===== src/hdl/sse_pkg.sv =====
// Shared constants, codes and helpers for the two-state Euler state-space block.
// Holds field widths, status and register codes, coefficient unpacking and saturation.
// No dependencies.
package sse_pkg;

  // Model dimensions, fixed for this block
  localparam int unsigned NUM_STATES  = 2;
  localparam int unsigned NUM_INPUTS  = 2;
  localparam int unsigned NUM_OUTPUTS = 2;

  // Field widths
  localparam int unsigned COEF_W     = 16;  // Q4.12 coefficient
  localparam int unsigned U_W        = 16;  // Q4.12 input
  localparam int unsigned DT_W       = 16;  // Q0.16 time step
  localparam int unsigned X_W        = 32;  // Q16.16 state and output
  localparam int unsigned STATUS_W   = 2;
  localparam int unsigned CFG_IDX_W  = 3;
  localparam int unsigned CFG_DATA_W = 64;

  // Datapath widths
  localparam int unsigned MUL_A_W = 17;
  localparam int unsigned MUL_B_W = 33;
  localparam int unsigned PROD_W  = MUL_A_W + MUL_B_W;
  localparam int unsigned ACC_W   = 56;
  localparam int unsigned XD_W    = 49;  // A*x + B*u at Q.28
  localparam int unsigned DET_W   = 33;  // det(A) at Q.24
  localparam int unsigned V_W     = 33;  // B*u at Q.24
  localparam int unsigned W_W     = 49;  // adj(A)*B*u at Q.36
  localparam int unsigned DEN_W   = 32;  // |det|
  localparam int unsigned DIV_W   = W_W + 4;
  localparam int unsigned CNT_W   = $clog2(DIV_W);

  // Rounding offsets at the accumulator width
  localparam logic signed [ACC_W-1:0] Y_BIAS   = ACC_W'(2048);       // half LSB of Q.16 from Q.28
  localparam logic signed [ACC_W-1:0] INC_BIAS = ACC_W'(134217728);  // half LSB of Q.16 from Q.44

  localparam logic REQ_STEP = 1'b0;
  localparam logic REQ_INIT = 1'b1;

  typedef enum logic [STATUS_W-1:0] {
    ST_OK        = 2'd0,
    ST_SINGULAR  = 2'd1,
    ST_SATURATED = 2'd2
  } status_e;

  typedef enum logic [CFG_IDX_W-1:0] {
    CFG_A = 3'd0,
    CFG_B = 3'd1,
    CFG_C = 3'd2,
    CFG_D = 3'd3
  } cfg_idx_e;

  // Entry k of a packed row-major 2x2 matrix
  function automatic logic signed [COEF_W-1:0] coef_at(input logic [CFG_DATA_W-1:0] mat,
                                                       input logic [1:0] k);
    return mat[{k, 4'b0000} +: COEF_W];
  endfunction

  // Clip to 32 bits; the top bit of the result flags a clip
  function automatic logic [X_W:0] sat32(input logic signed [63:0] v);
    logic [X_W:0] r;
    if (v > 64'sh0000_0000_7fff_ffff) r = {1'b1, 32'h7fff_ffff};
    else if (v < 64'shffff_ffff_8000_0000) r = {1'b1, 32'h8000_0000};
    else r = {1'b0, v[X_W-1:0]};
    return r;
  endfunction

endpackage


===== src/hdl/state_space_euler_step.sv =====
// Two-state linear state-space block: y = C*x + D*u, then forward Euler x += dt*(A*x + B*u).
// Step beat: the shared 17x33 multiply-accumulate runs 20 products, each through a MUL and
// an ACC state, plus a FIN state per row; no new request is taken until the result has loaded.
// Init beat: det(A) == 0 ends after the det(A) row; otherwise the radix-2 divider runs
// 53 quotient steps per state.
// Async active-low reset clears the state vector, the coefficient registers and all control.
module state_space_euler_step import sse_pkg::*; (
  input  logic                         clk_i,
  input  logic                         rst_ni,
  // Configuration writes
  input  logic                         cfg_valid_i,
  output logic                         cfg_ready_o,
  input  logic [CFG_IDX_W-1:0]         cfg_index_i,
  input  logic [CFG_DATA_W-1:0]        cfg_data_i,
  // Request beats
  input  logic                         in_valid_i,
  output logic                         in_stall_o,
  input  logic                         req_type_i,
  input  logic signed [U_W-1:0]        u_first_i,
  input  logic signed [U_W-1:0]        u_second_i,
  input  logic [DT_W-1:0]              dt_i,
  // Result beats
  output logic                         out_valid_o,
  input  logic                         out_stall_i,
  output logic signed [X_W-1:0]        y_first_o,
  output logic signed [X_W-1:0]        y_second_o,
  output logic signed [X_W-1:0]        x_first_o,
  output logic signed [X_W-1:0]        x_second_o,
  output logic [STATUS_W-1:0]          status_o
);

  // Sequencer: each multiply term passes through MUL then ACC, each row ends in FIN.
  typedef enum logic [2:0] {
    S_IDLE, S_MUL, S_ACC, S_FIN, S_DSTART, S_DIV, S_DFIN, S_DONE
  } state_e;

  // Rows of work. Step: Y0..INC1. Init: DET..W1, then two divides.
  typedef enum logic [3:0] {
    PH_Y0, PH_Y1, PH_XD0, PH_INC0, PH_XD1, PH_INC1,
    PH_DET, PH_V0, PH_V1, PH_W0, PH_W1
  } phase_e;

  state_e                    state_q;
  phase_e                    phase_q;
  logic [1:0]                term_q;
  logic                      row_q;
  logic [CNT_W-1:0]          cnt_q;

  logic [CFG_DATA_W-1:0]     a_q, b_q, c_q, d_q;
  logic signed [X_W-1:0]     x_q [NUM_STATES];

  logic                      out_valid_q;
  logic signed [X_W-1:0]     yo_q [2];
  logic signed [X_W-1:0]     xo_q [NUM_STATES];
  logic [STATUS_W-1:0]       st_q;

  // Datapath registers
  logic                      req_q;
  logic signed [U_W-1:0]     u0_q, u1_q;
  logic [DT_W-1:0]           dt_q;
  logic signed [PROD_W-1:0]  prod_q;
  logic signed [ACC_W-1:0]   acc_q;
  logic signed [XD_W-1:0]    xd_q;
  logic signed [DET_W-1:0]   det_q;
  logic signed [V_W-1:0]     v_q [2];
  logic signed [W_W-1:0]     w_q [2];
  logic signed [X_W-1:0]     y_q [2];
  logic signed [X_W-1:0]     xn_q [NUM_STATES];
  logic                      clip_q, sing_q;
  logic [DIV_W-1:0]          qd_q;
  logic [DEN_W-1:0]          rem_q, den_q;
  logic                      neg_q;

  logic in_accept, out_take, out_free, load_out;

  assign in_stall_o  = (state_q != S_IDLE);
  assign cfg_ready_o = (state_q == S_IDLE);
  assign in_accept   = in_valid_i && !in_stall_o;
  assign out_take    = out_valid_q && !out_stall_i;
  assign out_free    = !out_valid_q || !out_stall_i;
  assign load_out    = (state_q == S_DONE) && out_free;

  // ---------------------------------------------------------------------------
  // Operand selection for the shared multiplier
  // ---------------------------------------------------------------------------
  logic signed [MUL_A_W-1:0] mul_a;
  logic signed [MUL_B_W-1:0] mul_b;
  logic                      shift4, negate, rnd16;
  logic [CFG_DATA_W-1:0]     mat_x, mat_u;
  logic                      mrow;
  logic [1:0]                last_term;

  always_comb begin
    mul_a     = '0;
    mul_b     = '0;
    shift4    = 1'b0;
    negate    = 1'b0;
    rnd16     = 1'b0;
    mrow      = (phase_q == PH_Y1) || (phase_q == PH_XD1);
    mat_x     = ((phase_q == PH_Y0) || (phase_q == PH_Y1)) ? c_q : a_q;
    mat_u     = ((phase_q == PH_Y0) || (phase_q == PH_Y1)) ? d_q : b_q;
    last_term = 2'd1;
    unique case (phase_q) inside
      PH_Y0, PH_Y1, PH_XD0, PH_XD1: begin
        last_term = 2'd3;
        case (term_q)
          2'd0: begin
            mul_a = MUL_A_W'(coef_at(mat_x, {mrow, 1'b0}));
            mul_b = MUL_B_W'(x_q[0]);
          end
          2'd1: begin
            mul_a = MUL_A_W'(coef_at(mat_x, {mrow, 1'b1}));
            mul_b = MUL_B_W'(x_q[1]);
          end
          2'd2: begin
            mul_a  = MUL_A_W'(coef_at(mat_u, {mrow, 1'b0}));
            mul_b  = MUL_B_W'(u0_q);
            shift4 = 1'b1;
          end
          default: begin
            // second input drops out of a one-input model
            mul_a  = (NUM_INPUTS > 1) ? MUL_A_W'(coef_at(mat_u, {mrow, 1'b1})) : '0;
            mul_b  = MUL_B_W'(u1_q);
            shift4 = 1'b1;
          end
        endcase
        // second output reads zero in a one-output model
        if ((phase_q == PH_Y1) && (NUM_OUTPUTS < 2)) mul_a = '0;
      end
      PH_INC0, PH_INC1: begin
        mul_a = MUL_A_W'({1'b0, dt_q});
        if (term_q == 2'd0) begin
          mul_b = MUL_B_W'({1'b0, xd_q[15:0]});
          rnd16 = 1'b1;
        end else begin
          mul_b = xd_q[XD_W-1:16];
        end
      end
      PH_DET: begin
        mul_a  = MUL_A_W'(coef_at(a_q, (term_q == 2'd0) ? 2'd0 : 2'd1));
        mul_b  = MUL_B_W'(coef_at(a_q, (term_q == 2'd0) ? 2'd3 : 2'd2));
        negate = (term_q != 2'd0);
      end
      PH_V0, PH_V1: begin
        mul_a = MUL_A_W'(coef_at(b_q, {(phase_q == PH_V1), term_q[0]}));
        mul_b = (term_q == 2'd0) ? MUL_B_W'(u0_q) : MUL_B_W'(u1_q);
      end
      PH_W0: begin
        mul_a  = MUL_A_W'(coef_at(a_q, (term_q == 2'd0) ? 2'd3 : 2'd1));
        mul_b  = (term_q == 2'd0) ? v_q[0] : v_q[1];
        negate = (term_q != 2'd0);
      end
      default: begin
        // PH_W1: a00*v1 - a10*v0
        mul_a  = MUL_A_W'(coef_at(a_q, (term_q == 2'd0) ? 2'd0 : 2'd2));
        mul_b  = (term_q == 2'd0) ? v_q[1] : v_q[0];
        negate = (term_q != 2'd0);
      end
    endcase
  end

  // ---------------------------------------------------------------------------
  // Multiply, accumulate and row finish arithmetic
  // ---------------------------------------------------------------------------
  logic signed [PROD_W-1:0] mul_res;
  logic signed [ACC_W-1:0]  prod_ext, term_ext, acc_base, acc_d;
  logic signed [ACC_W-1:0]  y_rnd, inc_val;
  logic signed [63:0]       x_sum;
  logic [X_W:0]             y_sat, x_sat;
  logic                     inc_row;

  assign mul_res  = mul_a * mul_b;
  assign prod_ext = ACC_W'(prod_q);
  assign term_ext = shift4 ? (prod_ext <<< 4) : prod_ext;
  assign acc_base = (term_q == 2'd0) ? '0 : acc_q;

  always_comb begin
    if (rnd16) acc_d = (prod_ext + INC_BIAS) >>> 16;
    else if (negate) acc_d = acc_base - term_ext;
    else acc_d = acc_base + term_ext;
  end

  assign y_rnd   = (acc_q + Y_BIAS) >>> 12;
  assign y_sat   = sat32(64'(y_rnd));
  assign inc_row = (phase_q == PH_INC1);
  assign inc_val = acc_q >>> 12;
  assign x_sum   = 64'(inc_val) + 64'(x_q[inc_row]);
  assign x_sat   = sat32(x_sum);

  // Divider setup: |16*w| + |det|/2 over |det|, sign applied at the end
  logic signed [W_W-1:0]   w_sel;
  logic [W_W-1:0]          w_abs;
  logic [DET_W-1:0]        den_abs;
  logic [DIV_W-1:0]        dividend;
  logic                    div_neg;

  assign w_sel    = w_q[row_q];
  assign w_abs    = w_sel[W_W-1] ? W_W'(-w_sel) : w_sel;
  assign den_abs  = det_q[DET_W-1] ? DET_W'(-det_q) : det_q;
  assign dividend = DIV_W'({w_abs, 4'b0000}) + DIV_W'(den_abs[DEN_W-1:1]);
  assign div_neg  = (!w_sel[W_W-1] && (w_sel != '0)) != det_q[DET_W-1];

  // One quotient bit per cycle, restoring
  logic [DEN_W:0]   div_shift;
  logic [DEN_W+1:0] div_trial;
  assign div_shift = {rem_q, qd_q[DIV_W-1]};
  assign div_trial = {1'b0, div_shift} - {2'b00, den_q};

  // Quotient to Q16.16 with sign and clip
  logic              q_big, div_clip;
  logic [X_W-1:0]    div_val;
  always_comb begin
    q_big = |qd_q[DIV_W-1:X_W-1];
    if (neg_q) begin
      // exactly 2^31 still fits as the most negative value
      div_clip = (|qd_q[DIV_W-1:X_W]) || (qd_q[X_W-1] && (|qd_q[X_W-2:0]));
      div_val  = div_clip ? 32'h8000_0000 : X_W'(-qd_q[X_W-1:0]);
    end else begin
      div_clip = q_big;
      div_val  = div_clip ? 32'h7fff_ffff : qd_q[X_W-1:0];
    end
  end

  always_ff @(posedge clk_i) begin
    if (in_accept) begin
      req_q  <= req_type_i;
      u0_q   <= u_first_i;
      u1_q   <= u_second_i;
      dt_q   <= dt_i;
      clip_q <= 1'b0;
      sing_q <= 1'b0;
      y_q    <= '{default: '0};
      xn_q   <= '{default: '0};
    end
    case (state_q)
      S_MUL: prod_q <= mul_res;
      S_ACC: acc_q <= acc_d;
      S_FIN: begin
        case (phase_q)
          PH_Y0: begin
            y_q[0] <= y_sat[X_W-1:0];
            clip_q <= clip_q | y_sat[X_W];
          end
          PH_Y1: begin
            y_q[1] <= y_sat[X_W-1:0];
            clip_q <= clip_q | y_sat[X_W];
          end
          PH_XD0, PH_XD1: xd_q <= acc_q[XD_W-1:0];
          PH_INC0, PH_INC1: begin
            xn_q[inc_row] <= x_sat[X_W-1:0];
            clip_q        <= clip_q | x_sat[X_W];
          end
          PH_DET: begin
            det_q  <= acc_q[DET_W-1:0];
            sing_q <= (acc_q == '0);
          end
          PH_V0: v_q[0] <= acc_q[V_W-1:0];
          PH_V1: v_q[1] <= acc_q[V_W-1:0];
          PH_W0: w_q[0] <= acc_q[W_W-1:0];
          default: w_q[1] <= acc_q[W_W-1:0];
        endcase
      end
      S_DSTART: begin
        qd_q  <= dividend;
        rem_q <= '0;
        den_q <= den_abs[DEN_W-1:0];
        neg_q <= div_neg;
      end
      S_DIV: begin
        if (!div_trial[DEN_W+1]) begin
          rem_q <= div_trial[DEN_W-1:0];
          qd_q  <= {qd_q[DIV_W-2:0], 1'b1};
        end else begin
          rem_q <= div_shift[DEN_W-1:0];
          qd_q  <= {qd_q[DIV_W-2:0], 1'b0};
        end
      end
      S_DFIN: begin
        xn_q[row_q] <= div_val;
        clip_q      <= clip_q | div_clip;
      end
      default: ;
    endcase
  end

  // ---------------------------------------------------------------------------
  // Sequencer, configuration, state vector and result register
  // ---------------------------------------------------------------------------
  always_ff @(posedge clk_i or negedge rst_ni) begin
    if (!rst_ni) begin
      state_q     <= S_IDLE;
      phase_q     <= PH_Y0;
      term_q      <= '0;
      row_q       <= 1'b0;
      cnt_q       <= '0;
      a_q         <= '0;
      b_q         <= '0;
      c_q         <= '0;
      d_q         <= '0;
      x_q         <= '{default: '0};
      out_valid_q <= 1'b0;
      yo_q        <= '{default: '0};
      xo_q        <= '{default: '0};
      st_q        <= ST_OK;
    end else begin
      // Register writes; an index past the last register is dropped
      if (cfg_valid_i && cfg_ready_o) begin
        unique case (cfg_index_i)
          CFG_A:   a_q <= cfg_data_i;
          CFG_B:   b_q <= cfg_data_i;
          CFG_C:   c_q <= cfg_data_i;
          CFG_D:   d_q <= cfg_data_i;
          default: ;
        endcase
      end

      // Raise valid when a result loads, drop it once the beat is taken
      if (load_out) out_valid_q <= 1'b1;
      else if (out_take) out_valid_q <= 1'b0;

      unique case (state_q)
        S_IDLE: begin
          if (in_accept) begin
            term_q  <= '0;
            row_q   <= 1'b0;
            phase_q <= (req_type_i == REQ_INIT) ? PH_DET : PH_Y0;
            // a one-input model has no steady state to solve: state clears
            if ((req_type_i == REQ_INIT) && (NUM_INPUTS != 2)) state_q <= S_DONE;
            else state_q <= S_MUL;
          end
        end
        S_MUL: state_q <= S_ACC;
        S_ACC: begin
          if (term_q == last_term) begin
            state_q <= S_FIN;
          end else begin
            term_q  <= term_q + 2'd1;
            state_q <= S_MUL;
          end
        end
        S_FIN: begin
          term_q  <= '0;
          state_q <= S_MUL;
          unique case (phase_q)
            PH_Y0:   phase_q <= PH_Y1;
            PH_Y1:   phase_q <= PH_XD0;
            PH_XD0:  phase_q <= PH_INC0;
            PH_INC0: phase_q <= PH_XD1;
            PH_XD1:  phase_q <= PH_INC1;
            PH_INC1: state_q <= S_DONE;
            PH_DET: begin
              // singular A: skip the solve, state stays cleared
              if (acc_q == '0) state_q <= S_DONE;
              else phase_q <= PH_V0;
            end
            PH_V0:   phase_q <= PH_V1;
            PH_V1:   phase_q <= PH_W0;
            PH_W0:   phase_q <= PH_W1;
            default: begin
              row_q   <= 1'b0;
              state_q <= S_DSTART;
            end
          endcase
        end
        S_DSTART: begin
          cnt_q   <= CNT_W'(DIV_W - 1);
          state_q <= S_DIV;
        end
        S_DIV: begin
          if (cnt_q == '0) state_q <= S_DFIN;
          else cnt_q <= cnt_q - CNT_W'(1);
        end
        S_DFIN: begin
          if (!row_q) begin
            row_q   <= 1'b1;
            state_q <= S_DSTART;
          end else begin
            state_q <= S_DONE;
          end
        end
        default: begin
          // S_DONE: hold until the result register is free, then commit x
          if (out_free) begin
            yo_q        <= y_q;
            xo_q        <= xn_q;
            x_q         <= xn_q;
            if (sing_q) st_q <= ST_SINGULAR;
            else if (clip_q) st_q <= ST_SATURATED;
            else st_q <= ST_OK;
            state_q <= S_IDLE;
          end
        end
      endcase
    end
  end

  assign out_valid_o = out_valid_q;
  assign y_first_o   = yo_q[0];
  assign y_second_o  = yo_q[1];
  assign x_first_o   = xo_q[0];
  assign x_second_o  = xo_q[1];
  assign status_o    = st_q;

  // ---------------------------------------------------------------------------
  // Assertions
  // ---------------------------------------------------------------------------
  // An accepted beat keeps the request side stalled while the sequencer runs
  assert property (@(posedge clk_i) disable iff (!rst_ni)
    in_accept |=> in_stall_o)
    else $error("request side not stalled after accept");

  // The state vector and the delivered state agree after every result load
  assert property (@(posedge clk_i) disable iff (!rst_ni)
    load_out |=> (x_q[0] == x_first_o) && (x_q[1] == x_second_o))
    else $error("state vector and result state differ");

  // A singular init delivers a cleared state
  assert property (@(posedge clk_i) disable iff (!rst_ni)
    (out_valid_o && (status_o == ST_SINGULAR)) |-> (x_first_o == '0) && (x_second_o == '0))
    else $error("singular result with nonzero state");

  // The divider only runs for an init beat
  assert property (@(posedge clk_i) disable iff (!rst_ni)
    (state_q == S_DIV) |-> (req_q == REQ_INIT))
    else $error("divider active on a step beat");

endmodule

===== config.mk =====
export PLATFORM = sky130hd
export DESIGN_NAME = state_space_euler_step
export DESIGN_NICKNAME = d
export VERILOG_FILES = /design/src/hdl/sse_pkg.sv /design/src/hdl/state_space_euler_step.sv
export SDC_FILE = /design/constraint.sdc
export NUM_CORES = 2
export LEC_CHECK = 0
export ABC_AREA = 0
export BUFFER_PORTS_ARGS = -buffer_cell sky130_fd_sc_hd__buf_2
export CAP_MARGIN = 20
export CORE_MARGIN = 10
export CORE_UTILIZATION = 54
export CTS_CLUSTER_SIZE = 28
export DETAILED_ROUTE_END_ITERATION = 12
export PLACE_DENSITY = 0.83
export SLEW_MARGIN = 40
export SYNTH_ARGS = -nofsm -noshare
export SYNTH_HDL_FRONTEND = slang
export SYNTH_SLANG_ARGS = --single-unit

===== constraint.sdc =====
create_clock -name clk_i -period 10.25 [get_ports clk_i]
set_input_delay 0.5125 -clock clk_i [delete_from_list [all_inputs] [get_ports clk_i]]
set_output_delay 0.5125 -clock clk_i [all_outputs]
set_load 0.01 [all_outputs]

# Word level (Yosys, flattened, before mapping)
# Memories as Yosys holds them, arrays and structs flattened.
# Cells that the tools add are included.
# word_totals
ff_bits	887
ramBits	164
in_bits	121
mem_count	2
# op_classes
add_sub_neg	12
multipliers	1
order_cmp	8
eq_ne	30
n_shift	9
muxes	103
bitwise_logic	6
n_reduce_logical	58
# mem_list
memory	words	word_bits	rd	rd_ports_with_merged_regs	wr	line	text
w_q	2	49	1	0	1	state_space_euler_step.sv:66	logic signed [W_W-1:0] w_q [2];
v_q	2	33	2	0	1	state_space_euler_step.sv:65	logic signed [V_W-1:0] v_q [2];
# ops
op	n
variable part select 64 x 7 -> 16 bit	8
two-way mux 32 bit	12
two-way mux 64 bit	6
two-way mux 33 bit	9
two-way mux 56 bit	3
one-hot mux 33 bit (5 select lines)	1
bitwise mux 64 bit	2
one-hot mux 64 bit (2 select lines)	1
one-hot mux 53 bit (2 select lines)	1
one-hot mux 33 bit (3 select lines)	1
two-way mux 49 bit	2
one-hot mux 17 bit (5 select lines)	1
demux 32 bit (select 1 bit)	2
negator 32 bit	2
one-hot mux 32 bit (2 select lines)	1
variable part select 64 x 6 -> 16 bit	1
adder 56 x 13 -> 56 bit, second input constant	1
adder 56 x 54 -> 56 bit	1
zero test 56 bit	1
subtractor 56 x 54 -> 56 bit	1
adder 53 x 31 -> 53 bit	1
two-way mux 53 bit	1
adder 50 x 29 -> 51 bit, second input constant	1
one-hot mux 17 bit (3 select lines)	1
67 further kinds	166

# Longest topological paths before layout
# logic_depth
ltp_word	12
ltp_mapped	38
ltp_nobuf	35

# Worst setup path before layout
# OpenSTA, ideal clock, no wires.
# synth_path
path_kind	register to register
from	reg term_q[0]
to	reg prod_q[49], data pin
setup_ns	0.261
t_arrival_ns	9.448
required_time_ns	9.989
slack_ns	0.541
path_stages_with_launch	34
path_buffers	6
synth_period_minus_slack_ns	9.709
cell_sequence	dfrtp_1 > clkinv_1 > clkbuf_1 > ha_1 > clkbuf_1 > buf_1 > buf_1 > clkbuf_1 > buf_1 > mux2_2 > o21ai_1 > nor2_1 > fa_1 > inv_1 > fa_1 > fa_1 > fa_1 > inv_1 > fa_1 > inv_1 > fa_1 > inv_1 > ha_1 > a21o_1 > a21o_1 > a21o_1 > a221oi_1 > o2111ai_1 > a311oi_1 > or3_1 > a32oi_1 > a311oi_1 > o2111ai_1 > o311a_1
# synth_between
elab_chain_len	5
# synth_rtl
element	line	text
start: declaration	state_space_euler_step.sv:45	logic [1:0] term_q;
start signal: assignment	state_space_euler_step.sv:337	term_q <= term_q + 2'd1;
zero test 2 bit	n/a	
two-way mux 2 bit (tied with other cells)	state_space_euler_step.sv:155	mul_a = MUL_A_W'(coef_at(a_q, (term_q == 2'd0) ? 2'd0 : 2'd2));
variable part select 64 x 7 -> 16 bit / variable part select 64 x 6 -> 16 bit (equally long branches)	sse_pkg.sv:56	return mat[{k, 4'b0000} +: COEF_W];
one-hot mux 17 bit (5 select lines) / one-hot mux 33 bit (5 select lines) (equally long branches)	state_space_euler_step.sv:103	unique case (phase_q) inside
multiplier 17 x 33 -> 50 bit *	state_space_euler_step.sv:172	assign mul_res = mul_a * mul_b;
net mul_res[49]	state_space_euler_step.sv:165	logic signed [PROD_W-1:0] mul_res;
end signal: assignment	state_space_euler_step.sv:236	S_MUL: prod_q <= mul_res;
end: declaration	state_space_euler_step.sv:61	logic signed [PROD_W-1:0] prod_q;
# Mark *: on every way through the listed nets, which the timed path passes. The rest lies on a longest branch.
# A chain may end at the register's enable or synchronous reset.

# Worst setup path in the final report
# Same ends and word-level chain as after synthesis.

==> flow_summary.yaml <==
drt:
  wl_per_cell_um: 26.74
  drc: 0
  drtPass1Iterations: 7
  ant_nets: 0
  via_per_inst: 6.574
  drt-initial-drc-count: 8983
  wirelength_mm: 274.6
  num_vias: 67510
synthesis:
  synth_commonest_cells: "inv_1 (738), nand2_1 (705), nor2_1 (652)"
  syn-mean-instance-area_um2: 9.971
  synthFlopType: "edfxtp_1"
  yosys_register_bits: 1051
  synthTopCellsByArea: "edfxtp_1 (19%), fa_1 (14%), dfrtp_1 (13%)"
  yosysTopAreaCellShare_pct: 19.47
  synth_async_sr_flop_share_pct: 38.34
  ys_types: 106
  synth_area_leader_cell: "edfxtp_1"
  yosysWarnings: 0
  ys_seq_area_share_pct: 35.35
  synth_most_common_cell: "inv_1"
  synthesis.nets: 8960
  synth_edf_count: 518
  syn_area_mm2: 0.07989
  syn_inst: 8012
timing:
  rsz0062_at_grt: "true"
  slew_headroom_pct: 22.87
  fin_ws_ns: -0.1448
  setup_violations: 1
  post-route-period-util_pct: 101.4
  whs_ns: 0.02030
  worstMarginPinSlew_ns: 1.145
  hold_violations: 0
  clock.fmax_mhz: 96.20
  drv_slew: 0
  fin_skew_ns: 0.04915
  setup_tns_ns: -0.1448
  min_period_ns: 10.39
worst_hold_path:
  hp-start: "cfg_data_i[54]"
  hold_path_end: "b_q[54]"
  min_path_cells: 2
  hold_path_class: "in -> reg"
final_layout:
  final_nets: 9166
  final_area_mm2: 0.08860
  drive_gt1_share_pct: 16.06
  fill_cells: 11700
  syn2layout_area_growth_pct: 10.90
global_route:
  grt_pass1_wl_mm: 412.6
  grt_max_degree: 109
  grtUsageTotal_pct: 32.81
  grt_pass1_vias: 66740
  grt_remaining_overflow: 0
  antenna_found_initial: 33
clocking:
  clk_latency_ns: 0.78
  cts_max_level: 3
  cts.clk_slew.worst_paths_ns: 0.07
  cts_buffers: 108
  post_cts_buffers: 0
  clock_sinks: 1051
  cts_root_buf: "clkbuf_16"
  clockBufferDepth: 3
  cts_tree: "done"
setup_path:
  r2r-start: "term_q[0]"
  startpoint_type: "register"
  r2r_end: "prod_q[49]"
  cpPeakStageDelay_ns: 0.91
  critical_path_class: "reg -> reg"
  r2r_cells: 31
  cp_slowest_cell: "o21ai_0"
  cp.arrival_ns: 10.88
  cpMostUsedCell: "fa_1"
  reg2reg_slack_ns: -0.14
  crit_path_max_fanout: 33
  crit_required_ns: 10.74
  end_kind: "register"
floorplan:
  initial_utilization_pct: 54.23
  dieArea_mm2: 0.1637
  ios: 254
  die_h_um: 404.6
  chipWidth_um: 404.6
  core_mm2: 0.1473
  rows: 141
status:
  outcome: "finished, violations left"
  violations: "setup timing"
run:
  drv_cap: 0
placed_design:
  gp_congestion: 1.054
  dp_slack_ns: 0.05031
  port_buffers: 253
  place_area_mm2: 0.08417
  hpwlAfterDp_mm: 202.7
## logic make-up (layout without fill, tap and decap cells)
logic type,count (synthesis),count (layout),share of synthesized area (%)
AOI/OAI and AO/OA,1707,1707,14.03
buffers and inverters,1176,1475,5.657
DFF,1051,1051,35.35
other,0,27,0
adders and majority gates,828,828,18.04
muxes,612,612,9.331
xor gates and xnor gates,386,386,4.232
and+or+nand+nor,2252,2252,13.36
## worst max path at each step
stage	startpoint	end	slack [ns]	cells after the start
global placement	term_q[1]	prod_q[25]	0.35	31
CTS	phase_q[1]	prod_q[43]	0.008	30
detailed placement	phase_q[1]	prod_q[43]	0.05	30
finish	term_q[0]	prod_q[49]	-0.14	31
global route	term_q[0]	prod_q[49]	-0.23	31
floorplan	term_q[0]	prod_q[49]	0.54	33
## worst max-delay path, delay by kind of cell, from the launching register on
| family | cells | cell delay [ns] |
|---|---|---|
| DFF | 1 | 0.38 |
| buffers and inverters | 6 | 1.18 |
| AOI/OAI and AO/OA | 10 | 3.04 |
| adders and majority gates | 8 | 3.91 |
| and+or+nand+nor | 7 | 1.57 |
## flip-flops by register name (all words and copies together), names as in the netlist, 4 cells and up
signal,count
y_second_o,32
phase_q,4
dt_q,16
den_q,32
xn_q,64
det_q,33
cnt_q,6
x_second_o,32
qd_q,53
rem_q,32
v_q,66
xd_q,49
w_q,98
b_q,64
d_q,64
y_first_o,32
acc_q,56
u1_q,16
c_q,64
y_q,64
x_first_o,32
u0_q,16
a_q,64
prod_q,50
## cells in the final DEF, fill, tap and decap left out, types with 31 or more instances in the layout
master / instances
and3_1: 45
inv_1: 737
fa_1: 540
mux2_2: 422
a31oi_1: 42
nor4_1: 48
nand2b_1: 105
o21a_1: 50
nor2_1: 641
o31ai_1: 68
nor3_1: 123
a211oi_1: 31
o21ai_0: 314
xnor2_1: 258
or3_1: 55
mux4_2: 64
dlygate4sd3_1: 48
ha_1: 284
a221o_1: 61
buf_4: 201
a21o_1: 127
nor2b_1: 133
edfxtp_1: 518
nand4_1: 60
a221oi_1: 57
xor2_1: 128
or2_2: 56
dfrtp_1: 402
nand2_1: 698
a22oi_1: 99
clkbuf_16: 113
a21oi_1: 516
nand3_1: 110
o211ai_1: 57
buf_2: 252
mux2i_1: 125
dfxtp_1: 130
## stage by stage
| step | instances | utilization, % |
|---|---|---|
| 6_report | 10270 | 60.15 |
| 2_1_floorplan | 8012 | - |
| 3_5_place_dp | 9987 | 57.14 |
| 3_3_place_gp | 9982 | 57.01 |
| 5_1_grt | 10250 | 60.12 |
| 4_1_cts | 10240 | 60.02 |
## layer usage
metal  wire, µm  vias to the layer above  GRT usage [%]  share of wire, %
li1           -                    28560              -                 -
met3      34090                     1126          9.052                12
met2     122100                     4773          50.46                44
met4      19720                       20          19.70               7.2
met5        135                        -              0             0.049
met1      98590                    33020          41.27                36
## area by class of cell
| cell class | instances | area, µm² | share of cell area [%] |
|---|---|---|---|
| Multi-Input combinational cell | 5785 | 47560 | 53.68 |
| Sequential cell | 1051 | 28250 | 31.88 |
| Timing Repair Buffer | 532 | 3766 | 4.251 |
| Clock buffer | 151 | 3151 | 3.556 |
| Inverter | 740 | 2778 | 3.135 |
| Tap cell | 1930 | 2415 | 2.725 |
| Clock inverter | 52 | 615.6 | 0.6948 |
| Antenna cell | 27 | 67.56 | 0.07626 |
## what timing repair did
action | CTS | global route
hold buffers | 48 | 0
gates resized for setup | 0 | 10
hold endpoints to repair | 153 | 0
setup endpoints to repair | 0 | 12
Power is not shown: default switching activity piles up to over one toggle a cycle in this logic, so the estimate is an artifact.
